**config.mk**
```make
export PLATFORM = sky130hd
export DESIGN_NAME = hsv_to_rgb_color_converter_core
export DESIGN_NICKNAME = d
export VERILOG_FILES = /design/src/rtl/core/hsv2rgb_pkg.sv /design/src/rtl/core/hsv_to_rgb_color_converter_core.sv /design/src/rtl/core/hsv2rgb_sector.sv /design/src/rtl/core/hsv2rgb_chan.sv
export SDC_FILE = /design/constraint.sdc
export NUM_CORES = 2
export LEC_CHECK = 0
export CAP_MARGIN = 15
export CORE_ASPECT_RATIO = 0.75
export CORE_MARGIN = 1
export CORE_UTILIZATION = 62
export DETAILED_ROUTE_END_ITERATION = 16
export DONT_BUFFER_PORTS = 1
export PLACE_DENSITY = 0.89
export SETUP_SLACK_MARGIN = 0.1
export SLEW_MARGIN = 20
export SYNTH_ARGS = -nofsm -noshare
export SYNTH_HDL_FRONTEND = slang
export SYNTH_SLANG_ARGS = --single-unit
```
**constraint.sdc**
```tcl
create_clock -name clk_i -period 17.4 [get_ports clk_i]
set_input_delay 3.48 -clock clk_i [delete_from_list [all_inputs] [get_ports clk_i]]
set_output_delay 3.48 -clock clk_i [all_outputs]
set_load 0.01 [all_outputs]
```
**src/rtl/core/hsv2rgb_pkg.sv**
```systemverilog
package hsv2rgb_pkg;

  // Field widths.
  localparam int HueW   = 9;
  localparam int ChanW  = 8;
  localparam int SectW  = 3;
  localparam int WghtW  = 6;
  localparam int VsW    = 2 * ChanW;
  localparam int ProdW  = VsW + WghtW;

  // Geometry of the hue circle.
  localparam int FullSector = 60;
  localparam int HueMax     = 360;

  // Divisor of the channel drop term, 255 * 60.
  localparam int ScaleDen   = 15300;

  // Reciprocal of the divisor, scaled by 2**RecipShift and rounded down.
  localparam int RecipShift = 32;
  localparam longint RecipM = (64'd1 << RecipShift) / ScaleDen;
  localparam int RecipW     = 19;
  localparam int QuotW      = ProdW + RecipW - RecipShift;

  // Hue sectors.
  typedef enum logic [SectW-1:0] {
    SECT_RED_RISE   = 3'd0,
    SECT_GREEN_FALL = 3'd1,
    SECT_GREEN_RISE = 3'd2,
    SECT_BLUE_FALL  = 3'd3,
    SECT_BLUE_RISE  = 3'd4,
    SECT_RED_FALL   = 3'd5
  } sector_e;

  // Load enables of the four pipeline stages.
  typedef struct packed {
    logic en1;
    logic en2;
    logic en3;
    logic en4;
  } pipe_ctl_t;

endpackage

```
**src/rtl/core/hsv_to_rgb_color_converter_core.sv**
```systemverilog
// HSV to RGB converter, four-stage pipeline.
//
// Input channel: hue_i (0..360 degrees, larger values act as 360), saturation_i and
// brightness_i (255 is full scale), qualified by in_valid_i. A beat is taken at a
// rising edge with in_valid_i high and in_stall_o low.
// Output channel: red_o, green_o, blue_o qualified by out_valid_o; the receiver holds
// a beat with out_stall_i, and the beat then stays unchanged on the ports.
//
// out_valid_o rises once a beat has passed all four register stages: sector decode and
// chroma scale, weighted product, reciprocal quotient estimate, and ceiling correction
// with the output register.
// Throughput is one beat per cycle while the receiver does not stall.
//
// A stall freezes only the stages that hold data; empty stages keep filling, so the
// block holds up to four beats while the receiver stalls. in_stall_o rises once all
// stages are full and the receiver still stalls.
// Reset clears every stage valid bit; the block can take a beat as soon as reset ends.
module hsv_to_rgb_color_converter_core
  import hsv2rgb_pkg::*;
(
  input  logic             clk_i,
  input  logic             rst_ni,
  input  logic             in_valid_i,
  output logic             in_stall_o,
  input  logic [HueW-1:0]  hue_i,
  input  logic [ChanW-1:0] saturation_i,
  input  logic [ChanW-1:0] brightness_i,
  output logic             out_valid_o,
  input  logic             out_stall_i,
  output logic [ChanW-1:0] red_o,
  output logic [ChanW-1:0] green_o,
  output logic [ChanW-1:0] blue_o
);

  pipe_ctl_t        ctl;
  logic             v1_q, v2_q, v3_q, v4_q;
  logic [VsW-1:0]   vs;
  logic [WghtW-1:0] w_red, w_green, w_blue;
  logic [ChanW-1:0] bright;

  // A stage loads when it is empty or when the stage after it moves on.
  always_comb begin
    ctl.en4 = !v4_q || !out_stall_i;
    ctl.en3 = !v3_q || ctl.en4;
    ctl.en2 = !v2_q || ctl.en3;
    ctl.en1 = !v1_q || ctl.en2;
  end

  assign in_stall_o = !ctl.en1;

  // Valid bits travel with the data.
  always_ff @(posedge clk_i or negedge rst_ni) begin
    if (!rst_ni) begin
      v1_q <= 1'b0;
      v2_q <= 1'b0;
      v3_q <= 1'b0;
      v4_q <= 1'b0;
    end else begin
      if (ctl.en1) v1_q <= in_valid_i;
      if (ctl.en2) v2_q <= v1_q;
      if (ctl.en3) v3_q <= v2_q;
      if (ctl.en4) v4_q <= v3_q;
    end
  end

  // Stage one: sector decode and channel weights.
  hsv2rgb_sector u_sector (
    .clk_i        (clk_i),
    .ctl_i        (ctl),
    .hue_i        (hue_i),
    .saturation_i (saturation_i),
    .brightness_i (brightness_i),
    .vs_o         (vs),
    .w_red_o      (w_red),
    .w_green_o    (w_green),
    .w_blue_o     (w_blue),
    .bright_o     (bright)
  );

  // Stages two to four, one lane per color.
  hsv2rgb_chan u_chan_red (
    .clk_i    (clk_i),
    .ctl_i    (ctl),
    .vs_i     (vs),
    .w_i      (w_red),
    .bright_i (bright),
    .level_o  (red_o)
  );

  hsv2rgb_chan u_chan_green (
    .clk_i    (clk_i),
    .ctl_i    (ctl),
    .vs_i     (vs),
    .w_i      (w_green),
    .bright_i (bright),
    .level_o  (green_o)
  );

  hsv2rgb_chan u_chan_blue (
    .clk_i    (clk_i),
    .ctl_i    (ctl),
    .vs_i     (vs),
    .w_i      (w_blue),
    .bright_i (bright),
    .level_o  (blue_o)
  );

  assign out_valid_o = v4_q;

endmodule

```
**src/rtl/core/hsv2rgb_sector.sv**
```systemverilog
module hsv2rgb_sector
  import hsv2rgb_pkg::*;
(
  input  logic             clk_i,
  input  pipe_ctl_t        ctl_i,
  input  logic [HueW-1:0]  hue_i,
  input  logic [ChanW-1:0] saturation_i,
  input  logic [ChanW-1:0] brightness_i,
  output logic [VsW-1:0]   vs_o,
  output logic [WghtW-1:0] w_red_o,
  output logic [WghtW-1:0] w_green_o,
  output logic [WghtW-1:0] w_blue_o,
  output logic [ChanW-1:0] bright_o
);

  sector_e         sector_c;
  logic [HueW-1:0] base_c;
  logic [WghtW-1:0] offset_c;
  logic [WghtW-1:0] ramp_c;
  logic [WghtW-1:0] w_red_d, w_green_d, w_blue_d;
  logic [VsW-1:0]   vs_d;
  logic [VsW-1:0]   vs_q;
  logic [WghtW-1:0] w_red_q, w_green_q, w_blue_q;
  logic [ChanW-1:0] bright_q;

  // Sector search over the five boundaries; 360 and above fold into the last sector.
  always_comb begin
    priority if (hue_i >= HueW'(HueMax)) begin
      sector_c = SECT_RED_FALL;
      base_c   = HueW'(5 * FullSector);
    end else if (hue_i >= HueW'(5 * FullSector)) begin
      sector_c = SECT_RED_FALL;
      base_c   = HueW'(5 * FullSector);
    end else if (hue_i >= HueW'(4 * FullSector)) begin
      sector_c = SECT_BLUE_RISE;
      base_c   = HueW'(4 * FullSector);
    end else if (hue_i >= HueW'(3 * FullSector)) begin
      sector_c = SECT_BLUE_FALL;
      base_c   = HueW'(3 * FullSector);
    end else if (hue_i >= HueW'(2 * FullSector)) begin
      sector_c = SECT_GREEN_RISE;
      base_c   = HueW'(2 * FullSector);
    end else if (hue_i >= HueW'(FullSector)) begin
      sector_c = SECT_GREEN_FALL;
      base_c   = HueW'(FullSector);
    end else begin
      sector_c = SECT_RED_RISE;
      base_c   = '0;
    end
  end

  // Offset inside the sector; a clamped hue sits at the far end of the last sector.
  always_comb begin
    if (hue_i >= HueW'(HueMax)) begin
      offset_c = WghtW'(FullSector);
    end else begin
      offset_c = WghtW'(hue_i - base_c);
    end
  end

  // The weight is 60 - k: the ramp channel gets the offset directly in falling sectors.
  assign ramp_c = sector_c[0] ? offset_c : WghtW'(WghtW'(FullSector) - offset_c);

  // Leading channel has weight zero, absent channel the full sector.
  always_comb begin
    unique case (sector_c)
      SECT_RED_RISE: begin
        w_red_d = '0; w_green_d = ramp_c; w_blue_d = WghtW'(FullSector);
      end
      SECT_GREEN_FALL: begin
        w_red_d = ramp_c; w_green_d = '0; w_blue_d = WghtW'(FullSector);
      end
      SECT_GREEN_RISE: begin
        w_red_d = WghtW'(FullSector); w_green_d = '0; w_blue_d = ramp_c;
      end
      SECT_BLUE_FALL: begin
        w_red_d = WghtW'(FullSector); w_green_d = ramp_c; w_blue_d = '0;
      end
      SECT_BLUE_RISE: begin
        w_red_d = ramp_c; w_green_d = WghtW'(FullSector); w_blue_d = '0;
      end
      default: begin
        w_red_d = '0; w_green_d = WghtW'(FullSector); w_blue_d = ramp_c;
      end
    endcase
  end

  // Chroma scale shared by all three channels.
  assign vs_d = VsW'(brightness_i) * VsW'(saturation_i);

  always_ff @(posedge clk_i) begin
    if (ctl_i.en1) begin
      vs_q      <= vs_d;
      w_red_q   <= w_red_d;
      w_green_q <= w_green_d;
      w_blue_q  <= w_blue_d;
      bright_q  <= brightness_i;
    end
  end

  assign vs_o      = vs_q;
  assign w_red_o   = w_red_q;
  assign w_green_o = w_green_q;
  assign w_blue_o  = w_blue_q;
  assign bright_o  = bright_q;

endmodule

```
**src/rtl/core/hsv2rgb_chan.sv**
```systemverilog
module hsv2rgb_chan
  import hsv2rgb_pkg::*;
(
  input  logic             clk_i,
  input  pipe_ctl_t        ctl_i,
  input  logic [VsW-1:0]   vs_i,
  input  logic [WghtW-1:0] w_i,
  input  logic [ChanW-1:0] bright_i,
  output logic [ChanW-1:0] level_o
);

  logic [ProdW-1:0]        prod_d, prod_q;
  logic [ChanW-1:0]        v2_q, v3_q;
  logic [ProdW-1:0]        num_d, num_q;
  logic [ProdW+RecipW-1:0] recip_c;
  logic [QuotW-1:0]        quot_d, quot_q;
  logic [ProdW-1:0]        back_c;
  logic [ProdW-1:0]        rem_c;
  logic [QuotW-1:0]        ceil_c;
  logic [ChanW-1:0]        level_d, level_q;

  // Stage two: weighted chroma product.
  assign prod_d = ProdW'(vs_i) * ProdW'(w_i);

  always_ff @(posedge clk_i) begin
    if (ctl_i.en2) begin
      prod_q <= prod_d;
      v2_q   <= bright_i;
    end
  end

  // Stage three: bias for a ceiling and estimate the quotient by the reciprocal.
  // The estimate is the true quotient or one below it.
  assign num_d   = prod_q + ProdW'(ScaleDen - 1);
  assign recip_c = (ProdW+RecipW)'(num_d) * (ProdW+RecipW)'(RecipM);
  assign quot_d  = recip_c[ProdW+RecipW-1:RecipShift];

  always_ff @(posedge clk_i) begin
    if (ctl_i.en3) begin
      num_q  <= num_d;
      quot_q <= quot_d;
      v3_q   <= v2_q;
    end
  end

  // Stage four: correct the estimate by one remainder compare and subtract the drop.
  assign back_c  = ProdW'(quot_q) * ProdW'(ScaleDen);
  assign rem_c   = num_q - back_c;
  assign ceil_c  = (rem_c >= ProdW'(ScaleDen)) ? QuotW'(quot_q + QuotW'(1)) : quot_q;
  assign level_d = v3_q - ceil_c[ChanW-1:0];

  always_ff @(posedge clk_i) begin
    if (ctl_i.en4) begin
      level_q <= level_d;
    end
  end

  assign level_o = level_q;

endmodule

```
Yosys cells after proc, flatten, opt, wreduce, memory -nomap -nowiden
Index checks and enable logic that the tools add are counted.
Word-level totals
  output and inout bits: 26
  flip-flop bits (word level): 245
  input port bits: 29
Cells by class
  eq/ne operators: 4
  $add $sub $neg: 14
  multiplexer cells: 20
  reduce and logical (&&, ||, !) cells: 17
  magnitude comparators: 9
  multipliers: 10
Operator list (count)
  $mul A22 B17 Y39 const B: 3
  $add A22 B14 Y22 const B: 3
  $ge A22 B14 Y1 const B: 3
  $mul A16 B6 Y22: 3
  $sub A22 B22 Y22: 3
  $mul A9 B12 Y20 const B: 3
  $mux W6: 8
  $pmux W6 S2: 3
  $add A8 B1 Y8 const B: 3
  $mux W8: 3
  $sub A8 B8 Y8: 3
  $ge A9 B8 Y1 const B: 2
  $ge A9 B9 Y1 const B: 2
  $mul A8 B8 Y16: 1
  $mux W3: 5
  $reduce_or A2 Y1: 6
  $ge A9 B6 Y1 const B: 1
  $ge A9 B7 Y1 const B: 1
  $eq A3 B2 Y1 const B: 2
  $logic_not A1 Y1: 6
  $sub A6 B6 Y6: 1
  $sub A6 B6 Y6 const A: 1
  $logic_or A1 B1 Y1: 4
  $eq A3 B1 Y1 const B: 1
  3 further kinds: 3

Logic depth before layout (Yosys ltp)
  word-level depth: 12
  depth in mapped cells: 40
  depth with buffers taken out: 39

Modules after synthesis
From an unflattened synthesis, not the netlist that was laid out.
Second synthesis, totals
  cells, all modules: 4116
  area total of the unflattened synthesis: 41383.4 um2
By module, submodules not included
  hsv2rgb_chan at u_chan_red: cells each 1257, area an instance 12477.0 um2, seq. area each 2252.2 um2, times used 1
  hsv2rgb_chan at u_chan_blue: cells each 1237, area an instance 12459.4 um2, seq. area each 2252.2 um2, times used 1
  hsv2rgb_chan at u_chan_green: cells each 1206, area an instance 12235.5 um2, seq. area each 2252.2 um2, times used 1
  hsv2rgb_sector: cells each 402, area an instance 4043.9 um2, seq. area each 1261.2 um2, times used 1
  hsv_to_rgb_color_converter_core: cells each 14, area an instance 167.7 um2, seq. area each 100.1 um2, times used 1

Least setup slack after synthesis
OpenSTA, ideal clock, no wires.
  path kind: input port to output port
  from: input port out_stall_i
  to: output port in_stall_o
  path slack: 8866 ps
  path buffers: 0
  data arrival time: 5054 ps
  stages: 3
  cells stage by stage: and3_1 -> nand3_1 -> inv_1
On the way
  word-level cells in the longest chain between the ends: 6
Ends and longest elaborated chain
  start: declaration: RTL line hsv_to_rgb_color_converter_core.sv:29  | input logic out_stall_i,
  $logic_not A1 Y1: RTL line hsv_to_rgb_color_converter_core.sv:43  | ctl.en4 = !v4_q || !out_stall_i;
  $logic_or A1 B1 Y1: RTL line hsv_to_rgb_color_converter_core.sv:43
  $logic_or A1 B1 Y1: RTL line hsv_to_rgb_color_converter_core.sv:44  | ctl.en3 = !v3_q || ctl.en4;
  $logic_or A1 B1 Y1: RTL line hsv_to_rgb_color_converter_core.sv:45  | ctl.en2 = !v2_q || ctl.en3;
  $logic_or A1 B1 Y1: RTL line hsv_to_rgb_color_converter_core.sv:46  | ctl.en1 = !v1_q || ctl.en2;
  $logic_not A1 Y1: RTL line hsv_to_rgb_color_converter_core.sv:49  | assign in_stall_o = !ctl.en1;
  end: declaration: RTL line hsv_to_rgb_color_converter_core.sv:24  | output logic in_stall_o,
Every way passes these cells.

Final worst setup path
  from: register u_chan_blue.quot_q[0]
  to: register u_chan_blue.level_q[7], in the netlist u_chan_blue.level_o[7], data pin
On the way
  word-level cells in the longest chain between the ends: 5
Ends and longest elaborated chain
  start: declaration: RTL line hsv2rgb_chan.sv:16  | logic [QuotW-1:0] quot_d, quot_q;
  start signal: assignment: RTL line hsv2rgb_chan.sv:41  | quot_q <= quot_d;
  $mul A9 B12 Y20: RTL line hsv2rgb_chan.sv:47  | assign back_c = ProdW'(quot_q) * ProdW'(ScaleDen);
  $sub A22 B22 Y22: RTL line hsv2rgb_chan.sv:48  | assign rem_c = num_q - back_c;
  $ge A22 B14 Y1: RTL line hsv2rgb_chan.sv:49  | assign ceil_c = (rem_c >= ProdW'(ScaleDen)) ? QuotW'(quot_q + QuotW'(1)) : quot_q;
  $mux W8 *: RTL line hsv2rgb_chan.sv:49
  $sub A8 B8 Y8 *: RTL line hsv2rgb_chan.sv:50  | assign level_d = v3_q - ceil_c[ChanW-1:0];
  net u_chan_blue.level_d[7]: RTL line hsv2rgb_chan.sv:20  | logic [ChanW-1:0] level_d, level_q;
  end signal: assignment: RTL line hsv2rgb_chan.sv:54  | level_q <= level_d;
  end: declaration: RTL line hsv2rgb_chan.sv:20
The timed path passes the listed nets; every way through them passes the cells marked *.
A chain may end at the register's enable or synchronous reset.

==> report_table.html <==
<table>
<tr><th>Metric</th><th>Value</th></tr>
<tr><th colspan="2">Run status</th></tr>
<tr><td>Status</td><td>finished, final reports clean</td></tr>
<tr><th colspan="2">Routing</th></tr>
<tr><td>Antenna-violating nets left</td><td>0</td></tr>
<tr><td>Vias post-DR</td><td>between 20000 and 30000</td></tr>
<tr><td>Wire length reported by the detailed router</td><td>94.90 mm</td></tr>
<tr><td>DR pass1 iterations</td><td>5</td></tr>
<tr><td>Vias per cell</td><td>between 5 and 6</td></tr>
<tr><td>Post-DR wirelength/cell</td><td>19.16 um</td></tr>
<tr><td>First-iteration detailed-routing DRC count</td><td>about 2700</td></tr>
<tr><td>Number of remaining DRC errors</td><td>0</td></tr>
<tr><th colspan="2">Timing</th></tr>
<tr><td>Final worst path period share</td><td>a little over half</td></tr>
<tr><td>Max Clock Freq</td><td>between 100 and 150 MHz</td></tr>
<tr><td>Final Setup Violations</td><td>0</td></tr>
<tr><td>Actual transition at the worst max-transition pin</td><td>1.159 ns</td></tr>
<tr><td>RSZ-0062 raised after global routing</td><td>false</td></tr>
<tr><td>Post-layout minimum cycle time</td><td>a little over 9 ns</td></tr>
<tr><td>Hold Fails Final Rpt</td><td>0</td></tr>
<tr><td>Clock skew</td><td>between 0.02 and 0.03 ns</td></tr>
<tr><td>Fin. max-slew vios</td><td>0</td></tr>
<tr><td>Normalized max-slew margin</td><td>~22%</td></tr>
<tr><td>Total Neg Setup Slack</td><td>0 ns</td></tr>
<tr><th colspan="2">Placement</th></tr>
<tr><td>Detailed placement HPWL</td><td>75.23 mm</td></tr>
<tr><td>GPL Wtd Cong</td><td>0.9731</td></tr>
<tr><td>Cell area reported after detailed placement</td><td>41070 um^2</td></tr>
<tr><td>Number of I/O port buffers</td><td>0</td></tr>
<tr><th colspan="2">Floorplanning</th></tr>
<tr><td>Effective utilization at floorplan</td><td>62.91%</td></tr>
<tr><td>Count of pins on the block boundary</td><td>55</td></tr>
<tr><td>Number of placement rows</td><td>80</td></tr>
<tr><td>Floorplan core area</td><td>roughly 64000 um^2</td></tr>
<tr><td>DIE AREA</td><td>65730 um^2</td></tr>
<tr><td>Die width</td><td>295.7 um</td></tr>
<tr><td>Height of the die</td><td>222.3 um</td></tr>
<tr><th colspan="2">Logic synthesis</th></tr>
<tr><td>Cell variety after synth</td><td>between 70 and 80</td></tr>
<tr><td>Netlist Area Pre-Place</td><td>~40000 um^2</td></tr>
<tr><td>Commonest register cell after synthesis</td><td>sky130_fd_sc_hd__edfxtp_1</td></tr>
<tr><td>Number of register bits inferred by synthesis</td><td>roughly 240</td></tr>
<tr><td>Syn_area_per_cell</td><td>9.818 um^2</td></tr>
<tr><td>Share of flip-flops with an asynchronous set or reset</td><td>between 1.5 and 2%</td></tr>
<tr><td>Number of enable flip-flop cells after synthesis</td><td>235</td></tr>
<tr><td>Proportion of synthesized chip area in sequential cells</td><td>17.84%</td></tr>
<tr><td>Count of mapped cells out of synthesis</td><td>4086</td></tr>
<tr><td>Number of warnings reported in the yosys synthesis log</td><td>0</td></tr>
<tr><td>Post-Syn Nets</td><td>5386</td></tr>
<tr><th colspan="2">Critical path</th></tr>
<tr><td>Delay of the slowest cell on the worst path</td><td>roughly 0.61 ns</td></tr>
<tr><td>Most repeated library cell on the critical path</td><td>sky130_fd_sc_hd__o21ai_0</td></tr>
<tr><td>Crit Path Category</td><td>register to register</td></tr>
<tr><td>Crit path DAT</td><td>9.49 ns</td></tr>
<tr><td>Slowest stage cell, crit path</td><td>sky130_fd_sc_hd__edfxtp_1</td></tr>
<tr><td>Worst setup EP type</td><td>register</td></tr>
<tr><td>Launching point of the worst reg2reg path</td><td>u_chan_blue.quot_q[0]</td></tr>
<tr><td>Required time at the worst-slack endpoint</td><td>17.74 ns</td></tr>
<tr><td>Number of cells on the worst reg-to-reg path</td><td>39</td></tr>
<tr><td>Destination of the worst register-to-register timing path</td><td>u_chan_blue.level_o[7]</td></tr>
<tr><td>Worst-path maximum fanout</td><td>10</td></tr>
<tr><td>Startpoint kind of the worst setup timing path</td><td>register</td></tr>
<tr><td>Slack of the worst reg-to-reg path</td><td>8.26 ns</td></tr>
<tr><th colspan="2">Min path</th></tr>
<tr><td>Count of cells along the worst hold path</td><td>0</td></tr>
<tr><td>Worst hold path endpoint</td><td>u_chan_red.v3_q[7]</td></tr>
<tr><td>Tightest Hold Check Type</td><td>register to register</td></tr>
<tr><td>Launch point of the worst hold path</td><td>u_chan_red.v2_q[7]</td></tr>
<tr><th colspan="2">CTS</th></tr>
<tr><td>Clock-pin slew on the worst setup and hold paths</td><td>0.07 ns</td></tr>
<tr><td>Clock Path Buffers</td><td>3</td></tr>
<tr><td>Root buffer cell</td><td>sky130_fd_sc_hd__clkbuf_16</td></tr>
<tr><td>H-tree depth</td><td>1</td></tr>
<tr><td>Clock latency reported for the late side of the worst-skew pair</td><td>0.59 ns</td></tr>
<tr><td>Clock Sink Count</td><td>239</td></tr>
<tr><td>Post-CTS Setup Inserts</td><td>0</td></tr>
<tr><td>Number of buffers added to fix hold violations after cts</td><td>0</td></tr>
<tr><td>Clock tree from TritonCTS</td><td>yes</td></tr>
<tr><td>TritonCTS buffer count</td><td>27</td></tr>
<tr><td>CTS resizes</td><td>0</td></tr>
<tr><th colspan="2">Layout</th></tr>
<tr><td>Fraction of final layout cells with drive strength greater than 1</td><td>2.127%</td></tr>
<tr><td>Antenna diode count</td><td>0</td></tr>
<tr><td>Number of filler instances in the final layout</td><td>4454</td></tr>
<tr><td>Area overhead of the layout relative to synthesis</td><td>4.710%</td></tr>
<tr><td>Finished layout cell area</td><td>between 40000 and 50000 um^2</td></tr>
<tr><td>Number of nets in the final layout</td><td>5370</td></tr>
<tr><th colspan="2">Job</th></tr>
<tr><td>Max_cap viols</td><td>0</td></tr>
<tr><th colspan="2">Global routing</th></tr>
<tr><td>Number of global-route vias before repair</td><td>30750</td></tr>
<tr><td>Wire length of the first global-routing pass</td><td>155.8 mm</td></tr>
<tr><td>Total global routing track utilization</td><td>29.64%</td></tr>
<tr><td>Largest net degree at the start of global routing</td><td>76</td></tr>
<tr><td>Remaining Overflow, GRT</td><td>0</td></tr>
<tr><td>Initial antenna violation count</td><td>1</td></tr>
</table>
-- layer usage --
metal | track usage, % | routed length [um] | share of wire [%]
met5 | 0 | 11 | 0.012
met4 | 8.290 | 2772 | 2.9
met3 | 4.751 | 9142 | 9.6
met2 | 47.59 | 43850 | 46
met1 | 41.54 | 39120 | 41
-- registers in the layout, indices dropped and copies added, names as in the netlist, 16 cells and up --
signal,cells
u_chan_green.num_q,20
u_chan_red.num_q,20
u_chan_blue.prod_q,22
u_sector.vs_o,16
u_chan_green.prod_q,22
u_chan_blue.num_q,20
u_chan_red.prod_q,22
-- area by class of cell --
| cell class | instances | area [um^2] | share of cell area, % |
|---|---|---|---|
| Multi-Input combinational cell | 2945 | 29580 | 70.41 |
| Sequential cell | 239 | 7157 | 17.04 |
| Clock inverter | 20 | 235.2 | 0.5600 |
| Clock buffer | 30 | 686.9 | 1.635 |
| Tap cell | 861 | 1077 | 2.565 |
| Timing Repair Buffer | 14 | 105.1 | 0.2502 |
| Inverter | 843 | 3166 | 7.536 |
-- worst max-delay path, delay by kind of cell (launching register included) --
family,cells,cell delay (ns)
compound gates,17,3.05
fa+ha+maj,7,2.83
simple gates,7,1.56
xor+xnor,4,0.62
flops,1,0.61
buf+inv,4,0.22
-- worst max path at each step --
stage,slack [ns],cells past startpoint,endpoint,startpoint
floorplan,8.87,3,in_stall_o,out_stall_i
global placement,8.85,35,u_chan_green.level_o[7],u_chan_green.quot_q[6]
detailed placement,8.66,39,u_chan_blue.level_o[7],u_chan_blue.quot_q[0]
CTS,8.43,39,u_chan_blue.level_o[7],u_chan_blue.quot_q[0]
global route,7.68,39,u_chan_blue.level_o[7],u_chan_blue.quot_q[0]
finish,8.26,39,u_chan_blue.level_o[7],u_chan_blue.quot_q[0]
-- synthesized netlist by cell type (all sizes together) (5+ instances only) --
cell	instances	area, um^2
inv	843	3164
ha	784	9809
fa	487	9749
nand2	347	1303
edfxtp	235	7057
xnor2	162	1426
a21oi	150	750.7
nor2	134	503.0
o21ai	120	600.6
and2	119	744.5
xor2	90	788.3
nor3	66	330.3
clkbuf	56	210.2
a21o	53	397.9
nor2b	45	281.5
o21a	36	270.3
nand3	29	157.7
nand2b	28	175.2
or3	23	148.9
and3	22	137.6
nand4	21	131.4
a31oi	17	106.4
o211ai	16	120.1
a211oi	15	112.6
a21boi	15	112.6
o2111ai	15	131.4
o21bai	14	105.1
or2	14	87.59
nor4	9	56.30
o31ai	9	72.57
a2111oi	8	76.32
a211o	7	61.31
nor3b	7	52.55
a221oi	6	52.55
and4	6	52.55
mux2i	6	60.06
a41oi	5	43.79
o22ai	5	31.28
-- placed cells by master, fill, tap and decap left out, types with 7 or more instances in the layout --
cell type,instances
sky130_fd_sc_hd__o21ai_1,10
sky130_fd_sc_hd__xor2_1,90
sky130_fd_sc_hd__inv_1,841
sky130_fd_sc_hd__a21boi_0,12
sky130_fd_sc_hd__a21o_1,53
sky130_fd_sc_hd__and3_1,22
sky130_fd_sc_hd__o2111ai_1,15
sky130_fd_sc_hd__nand2b_1,28
sky130_fd_sc_hd__fa_1,487
sky130_fd_sc_hd__o21a_1,36
sky130_fd_sc_hd__a21oi_1,150
sky130_fd_sc_hd__buf_4,14
sky130_fd_sc_hd__or3_1,22
sky130_fd_sc_hd__edfxtp_1,235
sky130_fd_sc_hd__xnor2_1,160
sky130_fd_sc_hd__nor3_1,66
sky130_fd_sc_hd__o21ai_0,110
sky130_fd_sc_hd__nand4_1,21
sky130_fd_sc_hd__o31ai_1,8
sky130_fd_sc_hd__ha_1,784
sky130_fd_sc_hd__clkbuf_16,27
sky130_fd_sc_hd__or2_2,13
sky130_fd_sc_hd__a211o_1,7
sky130_fd_sc_hd__a31oi_1,17
sky130_fd_sc_hd__nand2_1,345
sky130_fd_sc_hd__nor4_1,9
sky130_fd_sc_hd__o211ai_1,16
sky130_fd_sc_hd__nor2b_1,45
sky130_fd_sc_hd__and2_1,119
sky130_fd_sc_hd__a211oi_1,15
sky130_fd_sc_hd__nor3b_1,7
sky130_fd_sc_hd__nor2_1,134
sky130_fd_sc_hd__nand3_1,27
sky130_fd_sc_hd__o21bai_1,14
-- kinds of logic after synthesis --
logic type                 Yosys count  share of synthesized area (%)
adders and majority gates         1271                          48.76
buffers and inverters              902                          8.487
and+or+nand+nor                    882                          10.62
AOI/OAI and AO/OA                  532                          8.528
xor gates and xnor gates           253                          5.577
DFF                                239                          17.84
muxes                                7                         0.1871
-- per-stage QoR --
| step | setup slack [ns] | hold slack, ns | instances | utilization, % |
|---|---|---|---|---|
| after global placement | 8.847 | 0.4023 | 4902 | 64.41 |
| after floorplan | 8.866 | 0.4003 | 4086 | - |
| after global routing | 7.676 | 0.4252 | 4952 | 65.88 |
| final | 8.256 | 0.4210 | 4952 | 65.88 |
| after CTS | 8.432 | 0.4209 | 4952 | 65.86 |
| after detailed placement | 8.658 | 0.4054 | 4902 | 64.41 |
Power is not shown: default switching activity piles up to over one toggle a cycle in this logic, so the estimate is an artifact.
